## src/rtl/bud_pkg.sv

```systemverilog
// Shared types and constants for the byte unstuffing deframer.
package bud_pkg;

  localparam int unsigned DEF_FRAME_CAPACITY = 256;

  localparam logic [7:0] RST_FRAME_BEGIN   = 8'd192;
  localparam logic [7:0] RST_ESCAPE        = 8'd219;
  localparam logic [7:0] RST_ESC_BEGIN     = 8'd220;
  localparam logic [7:0] RST_ESC_ESCAPE    = 8'd221;
  localparam logic       RST_HUNT_ENABLE   = 1'b1;

  localparam int unsigned APB_ADDR_W = 5;
  localparam int unsigned APB_DATA_W = 32;

  // Register map, word index (byte address divided by four).
  typedef enum logic [2:0] {
    REG_FRAME_BEGIN = 3'd0,
    REG_ESCAPE      = 3'd1,
    REG_ESC_BEGIN   = 3'd2,
    REG_ESC_ESCAPE  = 3'd3,
    REG_HUNT_ENABLE = 3'd4
  } reg_idx_t;

  // Request codes carried in req_type.
  typedef enum logic {
    REQ_BYTE    = 1'b0,
    REQ_RESTART = 1'b1
  } req_t;

  // One queued result beat.
  typedef struct packed {
    logic [7:0] data;
    logic [7:0] index;
    logic       last;
  } result_t;

endpackage

```

## src/rtl/byte_unstuffing_deframer.sv

```systemverilog
// Byte unstuffing deframer: hunt, escape removal and frame length limit.
//
// Usage: line bytes enter on the input channel (in_valid/in_ready) with
// req_type selecting a line byte or a restart request. Unstuffed frame bytes
// leave on the output channel (out_valid/out_ready), each with its position in
// the frame (modulo 256) and a last_of_run flag on the final beat caused by
// one input beat. A beat may cause zero, one or two output beats.
// The escape decision and state update are made in the cycle the input beat
// is accepted; its results are written into a four-entry result queue, from
// which the output port presents them in order.
// in_ready is high while the queue holds at most two results, so one input
// beat can be taken every cycle as long as the receiver keeps up; the output
// port drains one beat per cycle, which bounds the sustained rate when many
// escape pairs expand to two bytes.
// When the receiver stalls, results wait in the queue and input beats keep
// being taken until the queue could no longer hold a worst-case expansion.
// The user must write configuration over the APB-style port only while the
// block is idle; the block itself does not enforce this. Synchronous reset
// empties the queue, clears the escape flag and the frame count, restores the
// register defaults, and starts hunting for a frame-begin byte.
module byte_unstuffing_deframer #(
  parameter int unsigned FRAME_CAPACITY = bud_pkg::DEF_FRAME_CAPACITY
) (
  input  logic                           clk,
  input  logic                           rst,
  // Configuration port
  input  logic                           psel,
  input  logic                           penable,
  input  logic                           pwrite,
  input  logic [bud_pkg::APB_ADDR_W-1:0] paddr,
  input  logic [bud_pkg::APB_DATA_W-1:0] pwdata,
  output logic [bud_pkg::APB_DATA_W-1:0] prdata,
  output logic                           pready,
  // Input channel
  input  logic                           in_valid,
  output logic                           in_ready,
  input  logic                           req_type,
  input  logic [7:0]                     in_byte,
  // Output channel
  output logic                           out_valid,
  input  logic                           out_ready,
  output logic [7:0]                     out_byte,
  output logic [7:0]                     out_index,
  output logic                           last_of_run
);
  import bud_pkg::*;

  localparam int unsigned CNT_W   = $clog2(FRAME_CAPACITY + 1);
  localparam int unsigned Q_DEPTH = 4;
  localparam int unsigned PTR_W   = 2;

  localparam logic [CNT_W-1:0] CAP       = CNT_W'(FRAME_CAPACITY);
  localparam logic [CNT_W-1:0] CAP_LESS1 = CNT_W'(FRAME_CAPACITY - 1);

  // Configuration registers.
  logic [7:0] frame_begin_code;
  logic [7:0] escape_code;
  logic [7:0] escaped_begin_code;
  logic [7:0] escaped_escape_code;
  logic       hunt_enable;

  // Deframer state.
  logic             hunting, hunting_next;
  logic             escape_pending, escape_pending_next;
  logic [CNT_W-1:0] frame_count, frame_count_next;

  // Result queue.
  result_t          q [Q_DEPTH];
  logic [PTR_W-1:0] wr_ptr, rd_ptr;
  logic [PTR_W:0]   q_count, q_count_next;

  logic       cfg_wr;
  reg_idx_t   cfg_idx;
  logic       in_fire, out_fire;
  logic       is_line, pass_hunt, room, room2, active;
  logic [1:0] n_res;
  logic [7:0] res0_data, res1_data;
  logic [CNT_W+7:0] cnt_ext0, cnt_ext1;
  logic [CNT_W-1:0] cnt_plus1;
  result_t    res0, res1;

  // ---------------------------------------------------------------------
  // Configuration port: zero-wait writes, reads return register contents.
  // ---------------------------------------------------------------------
  assign pready  = 1'b1;
  assign cfg_idx = reg_idx_t'(paddr[4:2]);
  assign cfg_wr  = psel && penable && pwrite && pready;

  always_ff @(posedge clk) begin
    if (rst) begin
      frame_begin_code    <= RST_FRAME_BEGIN;
      escape_code         <= RST_ESCAPE;
      escaped_begin_code  <= RST_ESC_BEGIN;
      escaped_escape_code <= RST_ESC_ESCAPE;
      hunt_enable         <= RST_HUNT_ENABLE;
    end else if (cfg_wr) begin
      unique case (cfg_idx)
        REG_FRAME_BEGIN: frame_begin_code    <= pwdata[7:0];
        REG_ESCAPE:      escape_code         <= pwdata[7:0];
        REG_ESC_BEGIN:   escaped_begin_code  <= pwdata[7:0];
        REG_ESC_ESCAPE:  escaped_escape_code <= pwdata[7:0];
        REG_HUNT_ENABLE: hunt_enable         <= pwdata[0];
        default: ;  // Addresses beyond the map are ignored.
      endcase
    end
  end

  always_comb begin
    unique case (cfg_idx)
      REG_FRAME_BEGIN: prdata = {24'b0, frame_begin_code};
      REG_ESCAPE:      prdata = {24'b0, escape_code};
      REG_ESC_BEGIN:   prdata = {24'b0, escaped_begin_code};
      REG_ESC_ESCAPE:  prdata = {24'b0, escaped_escape_code};
      REG_HUNT_ENABLE: prdata = {31'b0, hunt_enable};
      default:         prdata = '0;
    endcase
  end

  // ---------------------------------------------------------------------
  // Unstuffing decision for the beat being accepted.
  // ---------------------------------------------------------------------
  // Accept only while a two-result expansion is guaranteed to fit.
  assign in_ready = (q_count <= (PTR_W + 1)'(Q_DEPTH - 2));
  assign in_fire  = in_valid && in_ready;
  assign out_fire = out_valid && out_ready;

  assign is_line   = in_fire && (req_t'(req_type) == REQ_BYTE);
  assign pass_hunt = !hunting || (in_byte == frame_begin_code);
  assign room      = frame_count < CAP;
  assign room2     = frame_count < CAP_LESS1;
  assign active    = is_line && pass_hunt && room;
  assign cnt_plus1 = frame_count + CNT_W'(1);

  // The frame position is reported modulo 256 whatever the counter width.
  assign cnt_ext0 = {8'b0, frame_count};
  assign cnt_ext1 = {8'b0, cnt_plus1};

  always_comb begin
    n_res               = 2'd0;
    res0_data           = in_byte;
    res1_data           = in_byte;
    escape_pending_next = escape_pending;
    if (active) begin
      if (escape_pending) begin
        escape_pending_next = 1'b0;
        if (in_byte == escaped_begin_code) begin
          res0_data = frame_begin_code;
          n_res     = 2'd1;
        end else begin
          // An unknown second byte keeps both bytes, space permitting.
          res0_data = escape_code;
          n_res     = (in_byte != escaped_escape_code && room2) ? 2'd2 : 2'd1;
        end
      end else if (in_byte == escape_code) begin
        escape_pending_next = 1'b1;
      end else begin
        n_res = 2'd1;
      end
    end
  end

  always_comb begin
    res0.data  = res0_data;
    res0.index = cnt_ext0[7:0];
    res0.last  = (n_res == 2'd1);
    res1.data  = res1_data;
    res1.index = cnt_ext1[7:0];
    res1.last  = 1'b1;
  end

  always_comb begin
    hunting_next     = hunting;
    frame_count_next = frame_count + CNT_W'(n_res);
    if (in_fire && req_t'(req_type) == REQ_RESTART) begin
      hunting_next     = hunt_enable;
      frame_count_next = '0;
    end else if (is_line && hunting && in_byte == frame_begin_code) begin
      hunting_next = 1'b0;
    end
  end

  always_ff @(posedge clk) begin
    if (rst) begin
      hunting        <= RST_HUNT_ENABLE;
      escape_pending <= 1'b0;
      frame_count    <= '0;
    end else begin
      hunting        <= hunting_next;
      frame_count    <= frame_count_next;
      if (in_fire && req_t'(req_type) == REQ_RESTART) begin
        escape_pending <= 1'b0;
      end else begin
        escape_pending <= escape_pending_next;
      end
    end
  end

  // ---------------------------------------------------------------------
  // Result queue: up to two pushes and one pop per cycle.
  // ---------------------------------------------------------------------
  always_ff @(posedge clk) begin
    if (n_res != 2'd0) begin
      q[wr_ptr] <= res0;
    end
    if (n_res == 2'd2) begin
      q[wr_ptr + PTR_W'(1)] <= res1;
    end
  end

  assign q_count_next = q_count + (PTR_W + 1)'(n_res) - (PTR_W + 1)'(out_fire);

  always_ff @(posedge clk) begin
    if (rst) begin
      wr_ptr  <= '0;
      rd_ptr  <= '0;
      q_count <= '0;
    end else begin
      wr_ptr  <= wr_ptr + PTR_W'(n_res);
      rd_ptr  <= rd_ptr + PTR_W'(out_fire);
      q_count <= q_count_next;
    end
  end

  assign out_valid   = (q_count != '0);
  assign out_byte    = q[rd_ptr].data;
  assign out_index   = q[rd_ptr].index;
  assign last_of_run = q[rd_ptr].last;

`ifndef NO_ASSERTIONS
  a_queue_bound : assert property (@(posedge clk) disable iff (rst)
    q_count <= (PTR_W + 1)'(Q_DEPTH))
    else $error("result queue overflow");

  a_frame_bound : assert property (@(posedge clk) disable iff (rst)
    frame_count <= CAP)
    else $error("frame count beyond capacity");

  a_hunt_empty : assert property (@(posedge clk) disable iff (rst)
    hunting |-> (frame_count == '0 && !escape_pending))
    else $error("frame state while hunting");

  a_restart_clears : assert property (@(posedge clk) disable iff (rst)
    (in_fire && req_type == REQ_RESTART) |=> (frame_count == '0 && !escape_pending))
    else $error("restart did not clear the frame");
`endif

endmodule
```

## config.mk

```make
export PLATFORM = sky130hd
export DESIGN_NAME = byte_unstuffing_deframer
export DESIGN_NICKNAME = d
export VERILOG_FILES = /design/src/rtl/bud_pkg.sv /design/src/rtl/byte_unstuffing_deframer.sv
export SDC_FILE = /design/constraint.sdc
export NUM_CORES = 1
export LEC_CHECK = 0
export BUFFER_PORTS_ARGS = -buffer_cell sky130_fd_sc_hd__buf_4
export CORE_MARGIN = 4
export CORE_UTILIZATION = 52
export DETAILED_ROUTE_END_ITERATION = 10
export PLACE_DENSITY = 0.77
export SYNTH_ARGS = -nofsm -noshare
export SYNTH_HDL_FRONTEND = slang
export SYNTH_SLANG_ARGS = --single-unit
```

## constraint.sdc

```tcl
create_clock -name clk -period 2.6 [get_ports clk]
set_input_delay 0 -clock clk [delete_from_list [all_inputs] [get_ports clk]]
set_output_delay 0 -clock clk [all_outputs]
set_load 0.05 [all_outputs]
```

# ---- Word-level counts from Yosys, hierarchy flattened
# Memory sizes are Yosys's and may differ from the RTL's. A register that Yosys moved wholly into a read port is not among the register bits.
# Cells that the tools add are included.
dict set report totals {
  register_bits 51
  ramBits 68
  in_bits 53
  out_inout_bits 52
  word_cells 74
  memories 1
}
dict set report op_classes {
  n_addsub 7
  order_cmp 3
  n_eq_ne 10
  muxes 18
  bitwise_logic 1
  reduce_logical 23
}
# memory words word_bits read_ports rd_clocked_by_memory_dff write_ports line
set memory_table {}
lappend memory_table {q 4 17 1 1 2 byte_unstuffing_deframer.sv:68} ;# result_t q [Q_DEPTH];
# operator n
set ops {}
lappend ops {{$pmux W8 S5} 1}
lappend ops {{$eq A8 B8 Y1} 3}
lappend ops {{$mux W8} 3}
lappend ops {{$logic_and A1 B1 Y1} 11}
lappend ops {{$mux W2} 5}
lappend ops {{$reduce_and A2 Y1} 5}
lappend ops {{$add A9 B2 Y9} 1}
lappend ops {{$lt A9 B8 Y1 const B} 1}
lappend ops {{$lt A9 B9 Y1 const B} 1}
lappend ops {{$mux W1} 9}
lappend ops {{$add A8 B1 Y8 const B} 1}
lappend ops {{$ne A8 B8 Y1} 1}
lappend ops {{$eq A3 B2 Y1 const B} 2}
lappend ops {{$reduce_bool A2 Y1} 2}
lappend ops {{$add A3 B2 Y3} 1}
lappend ops {{$eq A3 B1 Y1 const B} 1}
lappend ops {{$eq A3 B3 Y1 const B} 1}
lappend ops {{$le A3 B2 Y1 const B} 1}
lappend ops {{$logic_not A3 Y1} 1}
lappend ops {{$reduce_bool A3 Y1} 1}
lappend ops {{$sub A3 B1 Y3} 1}
lappend ops {{$add A2 B1 Y2} 1}
lappend ops {{$add A2 B1 Y2 const B} 1}
lappend ops {{$add A2 B2 Y2} 1}
lappend ops {{other kinds (6)} 6}

# ---- Depth between registers and ports, before layout
dict set report logic_depth {
  ltp_word 9
  depth_mapped 16
  mapped_depth_nobuf 14
}

# ---- Worst setup path after synthesis
# No wires, ideal clock.
dict set report synth_timing {
  kind {register -> register}
  startpoint {register q_count[0]}
  endpoint {memory q[1][10] (netlist bit) (enable)}
  setup_time_ns 0.414
  arrival_ns 2.735
  required_time_ns 2.186
  setup_slack_ns -0.549
  path_stages_with_launch 6
  path_buffers 0
  period_less_slack_ns 3.149
  path_cell_list {dfxtp_1 > a21oi_2 > nand2_1 > nor3_4 > nand2_1 > a211oi_1}
}
# element line
set synth_lines {}
lappend synth_lines {{start: declaration} byte_unstuffing_deframer.sv:70} ;# logic [PTR_W:0] q_count, q_count_next;
lappend synth_lines {{start signal: assignment} byte_unstuffing_deframer.sv:220} ;# q_count <= q_count_next;
lappend synth_lines {{end: declaration} byte_unstuffing_deframer.sv:68}

# ---- Final worst setup path
dict set report layout_timing {
  startpoint {register frame_begin_code[7]}
  endpoint {register q_count[2]}
}
dict set report layout_between {
  elab_chain_len 7
}
# element line
set layout_rtl {}
lappend layout_rtl {{start: declaration} byte_unstuffing_deframer.sv:56} ;# logic [7:0] frame_begin_code;
lappend layout_rtl {{start signal: assignment} byte_unstuffing_deframer.sv:98} ;# REG_FRAME_BEGIN: frame_begin_code <= pwdata[7:0];
lappend layout_rtl {{$eq A8 B8 Y1} byte_unstuffing_deframer.sv:128} ;# assign pass_hunt = !hunting || (in_byte == frame_begin_code);
lappend layout_rtl {{$logic_or A1 B1 Y1} byte_unstuffing_deframer.sv:128}
lappend layout_rtl {{$logic_and A1 B1 Y1 (2 in a row)} byte_unstuffing_deframer.sv:131} ;# assign active = is_line && pass_hunt && room;
lappend layout_rtl {{$mux W2} byte_unstuffing_deframer.sv:143} ;# if (active) begin
lappend layout_rtl {{$add A3 B2 Y3} byte_unstuffing_deframer.sv:210} ;# assign q_count_next = q_count + (PTR_W + 1)'(n_res) - (PTR_W + 1)'(out_fire);
lappend layout_rtl {{$sub A3 B1 Y3} byte_unstuffing_deframer.sv:210}
# No other way between the ends.
# A chain may end at the register's enable or synchronous reset.

==> reports/results.tsv <==
metric	value	unit
peakVddDrop	0.510	mV
regArea	3030	um^2
synthFlopType	edfxtp_1	
grt_max_degree	43	
viasPerCell	5.91	
dp.cells	873	
drt_iter0_markers	489	
syn2layout_area_growth	25.5	%
hold_class	in -> reg	
yosysTopAreaCell	edfxtp_1	
synth_area	6810	um^2
synth_area_leaders	edfxtp_1 28%, dfxtp_1 16%, mux4_2 7.9%, nand2_1 3.6%, buf_4 3.3%	
synth_warnings	0	
ant_nets	0	
post-route-drc-count	0	
rows	41	
synth-seq-cells	119	
period_minus_slack	2.65	ns
finClkSkew	0.0119	ns
grt_pass1_wl	27900	um
fin_worst_hold_slack	0.00921	ns
critPathMaxFanout	3	
synth-async-reset-ratio	0	%
grt_pass1_vias	5470	
final_common_cell	buf_4	
rsz0062_at_grt	true	
worstSetupStartpoint	frame_begin_code[7]	
drive_gt1_share	33.0	%
fp.coreArea	12700	um^2
grt_overflow	0	
setup_viol	1	
end_kind	register	
cp.arrival	2.94	ns
fmax	378	MHz
initial_utilization	53.5	%
die_h	122	um
io_buffer_count	53	
gp_congestion	0.893	
holdCritStartpoint	in_byte[2]	
clk_transition_reported_paths	0.06	ns
final_cells	926	
wl_per_cell	19.4	um
max_cap_viol_count	0	
cellLeakagePower	3.39	nW
dpl_cell_area	7620	um^2
failed_checks	setup timing	
r2r-start	frame_begin_code[7]	
path_class	reg -> reg	
io_pins	105	
routed_wl	18000	um
synth.distinct_cells	59	
avgSynthCellArea	10.9	um^2
design_area	8550	um^2
hold_viol_final	0	
grtUsageTotal	24.5	%
die_w	122	um
grt_antenna_before_repair	0	
fillCellCount	957	
post-route-period-util	102	%
finalMaxSlewViolations	0	
htreeDepth	4	
clk_latency	0.42	ns
startpoint_type	register	
crit_required	2.89	ns
status	finished with violations	
cts_made_buffers	17	
worst_pin_slew	0.831	ns
cts_tree	done	
maxSlewHeadroom	44.6	%
final_cell_mix	127 x buf_4, 64 x edfxtp_1, 63 x nand2_1	
synth_edf_count	64	
clock_path_buffers	2	
first_pass_iters	5	
multi_input_area	3520	um^2
fp.dieArea	15000	um^2
fin_nets	804	
antenna_cells	0	
cts_sinks	119	
synth_top_area_share	28.2	%
dp_hpwl	12200	um
synth_cells	626	
root_buffer	clkbuf_16	
layout_setup_ws	-0.0479	ns
synth_seq_area_share	44.4	%
dr_total_vias	5472	
power_density	692	nW/um^2
final timing paths:
check,slack [ns],cells after the start,to
max,-0.05,15,q_count[2]
min,0.009,2,q[1][11]
max reg2reg,-0.05,15,q_count[2]
min reg2reg,0.49,1,q[3][0]
critical path, cell delays in order (launching register included):
cell,delay (ns)
dfxtp_2,0.33
xnor2_2,0.16
nand4_1,0.22
o21ai_2,0.21
buf_4,0.14
nand3_4,0.08
nor2_4,0.16
inv_2,0.06
ha_4,0.22
inv_4,0.05
ha_4,0.12
inv_2,0.03
fa_2,0.35
xnor2_2,0.15
xnor2_1,0.18
nor2_1,0.05
per-layer routing:
metal,GRT usage (%),vias to the layer above,wire length (um)
met5,0,-,0
met4,12.0,0,560
met3,6.27,64,1590
met2,39.6,336,8760
met1,30.7,2618,7090
li1,-,2454,-
where the power goes:
| part | leakage (nW) | internal (W) | total (W) | switching (W) |
|---|---|---|---|---|
| Combinational | 2.05 | 0.000565 | 0.00150 | 0.000933 |
| Clock | 0.283 | 0.00149 | 0.00235 | 0.000857 |
| Sequential | 1.06 | 0.00202 | 0.00207 | 0.0000476 |
| Total | 3.39 | 0.00408 | 0.00592 | 0.00184 |
area by class of cell:
type / count / area share, %
Inverter: 13 / 0.600
Clock buffer: 18 / 5.02
Multi-Input combinational cell: 446 / 41.2
Clock inverter: 14 / 1.86
Sequential cell: 119 / 35.5
Timing Repair Buffer: 144 / 13.3
Tap cell: 172 / 2.52
state kept, by name, indices dropped and copies added, names as in the netlist:
name,cells
escape_code,8
escape_pending,1
escaped_begin_code,8
escaped_escape_code,8
frame_begin_code,8
frame_count,9
hunt_enable,1
hunting,1
q,68
q_count,3
rd_ptr,2
wr_ptr,2
synth_stat cells (10+ instances only):
master / count
nand3_1: 15
nor2_1: 29
inv_1: 13
mux4_2: 24
and3_1: 10
dfxtp_1: 55
buf_6: 10
nand2_1: 66
mux2i_1: 17
a21oi_1: 19
edfxtp_1: 64
clkbuf_1: 18
buf_4: 30
xnor2_1: 23
xor2_1: 21
a21o_1: 13
a211o_1: 14
o21ai_0: 26
nor2b_1: 26
a22o_1: 23
mux2_2: 13
repair_timing:
action,in CTS,in global routing
endpoints found under the hold margin,43,0
hold buffers,14,0
pin swaps,16,11
resized for setup,22,13
setup buffers,5,2
setup endpoints to repair,4,7
through the flow:
stage / power (W) / util [%] / setup slack, ns / setup TNS [ns]
global route: 0.00610 / 67.2 / -0.162 / -0.388
CTS: 0.00591 / 66.6 / -0.0330 / -0.0338
detailed placement: 0.00369 / 59.9 / -0.158 / -0.245
finish: 0.00592 / 67.2 / -0.0479 / -0.0479
global placement: 0.00366 / 59.9 / -0.0891 / -0.177
floorplan: 0.00320 / - / -0.179 / -0.423
kinds of logic (layout without fill, tap and decap cells):
| logic type | Yosys count | in the layout | synth area share, % |
|---|---|---|---|
| muxes | 60 | 60 | 13.7 |
| adders and majority gates | 10 | 10 | 2.06 |
| AOI/OAI and AO/OA | 116 | 116 | 12.0 |
| xor gates and xnor gates | 44 | 44 | 5.66 |
| buffers and inverters | 84 | 189 | 7.55 |
| other | 2 | 25 | 0.110 |
| DFF | 119 | 119 | 44.4 |
| and+or+nand+nor | 191 | 191 | 14.5 |
(Power assumes the default switching activity.)
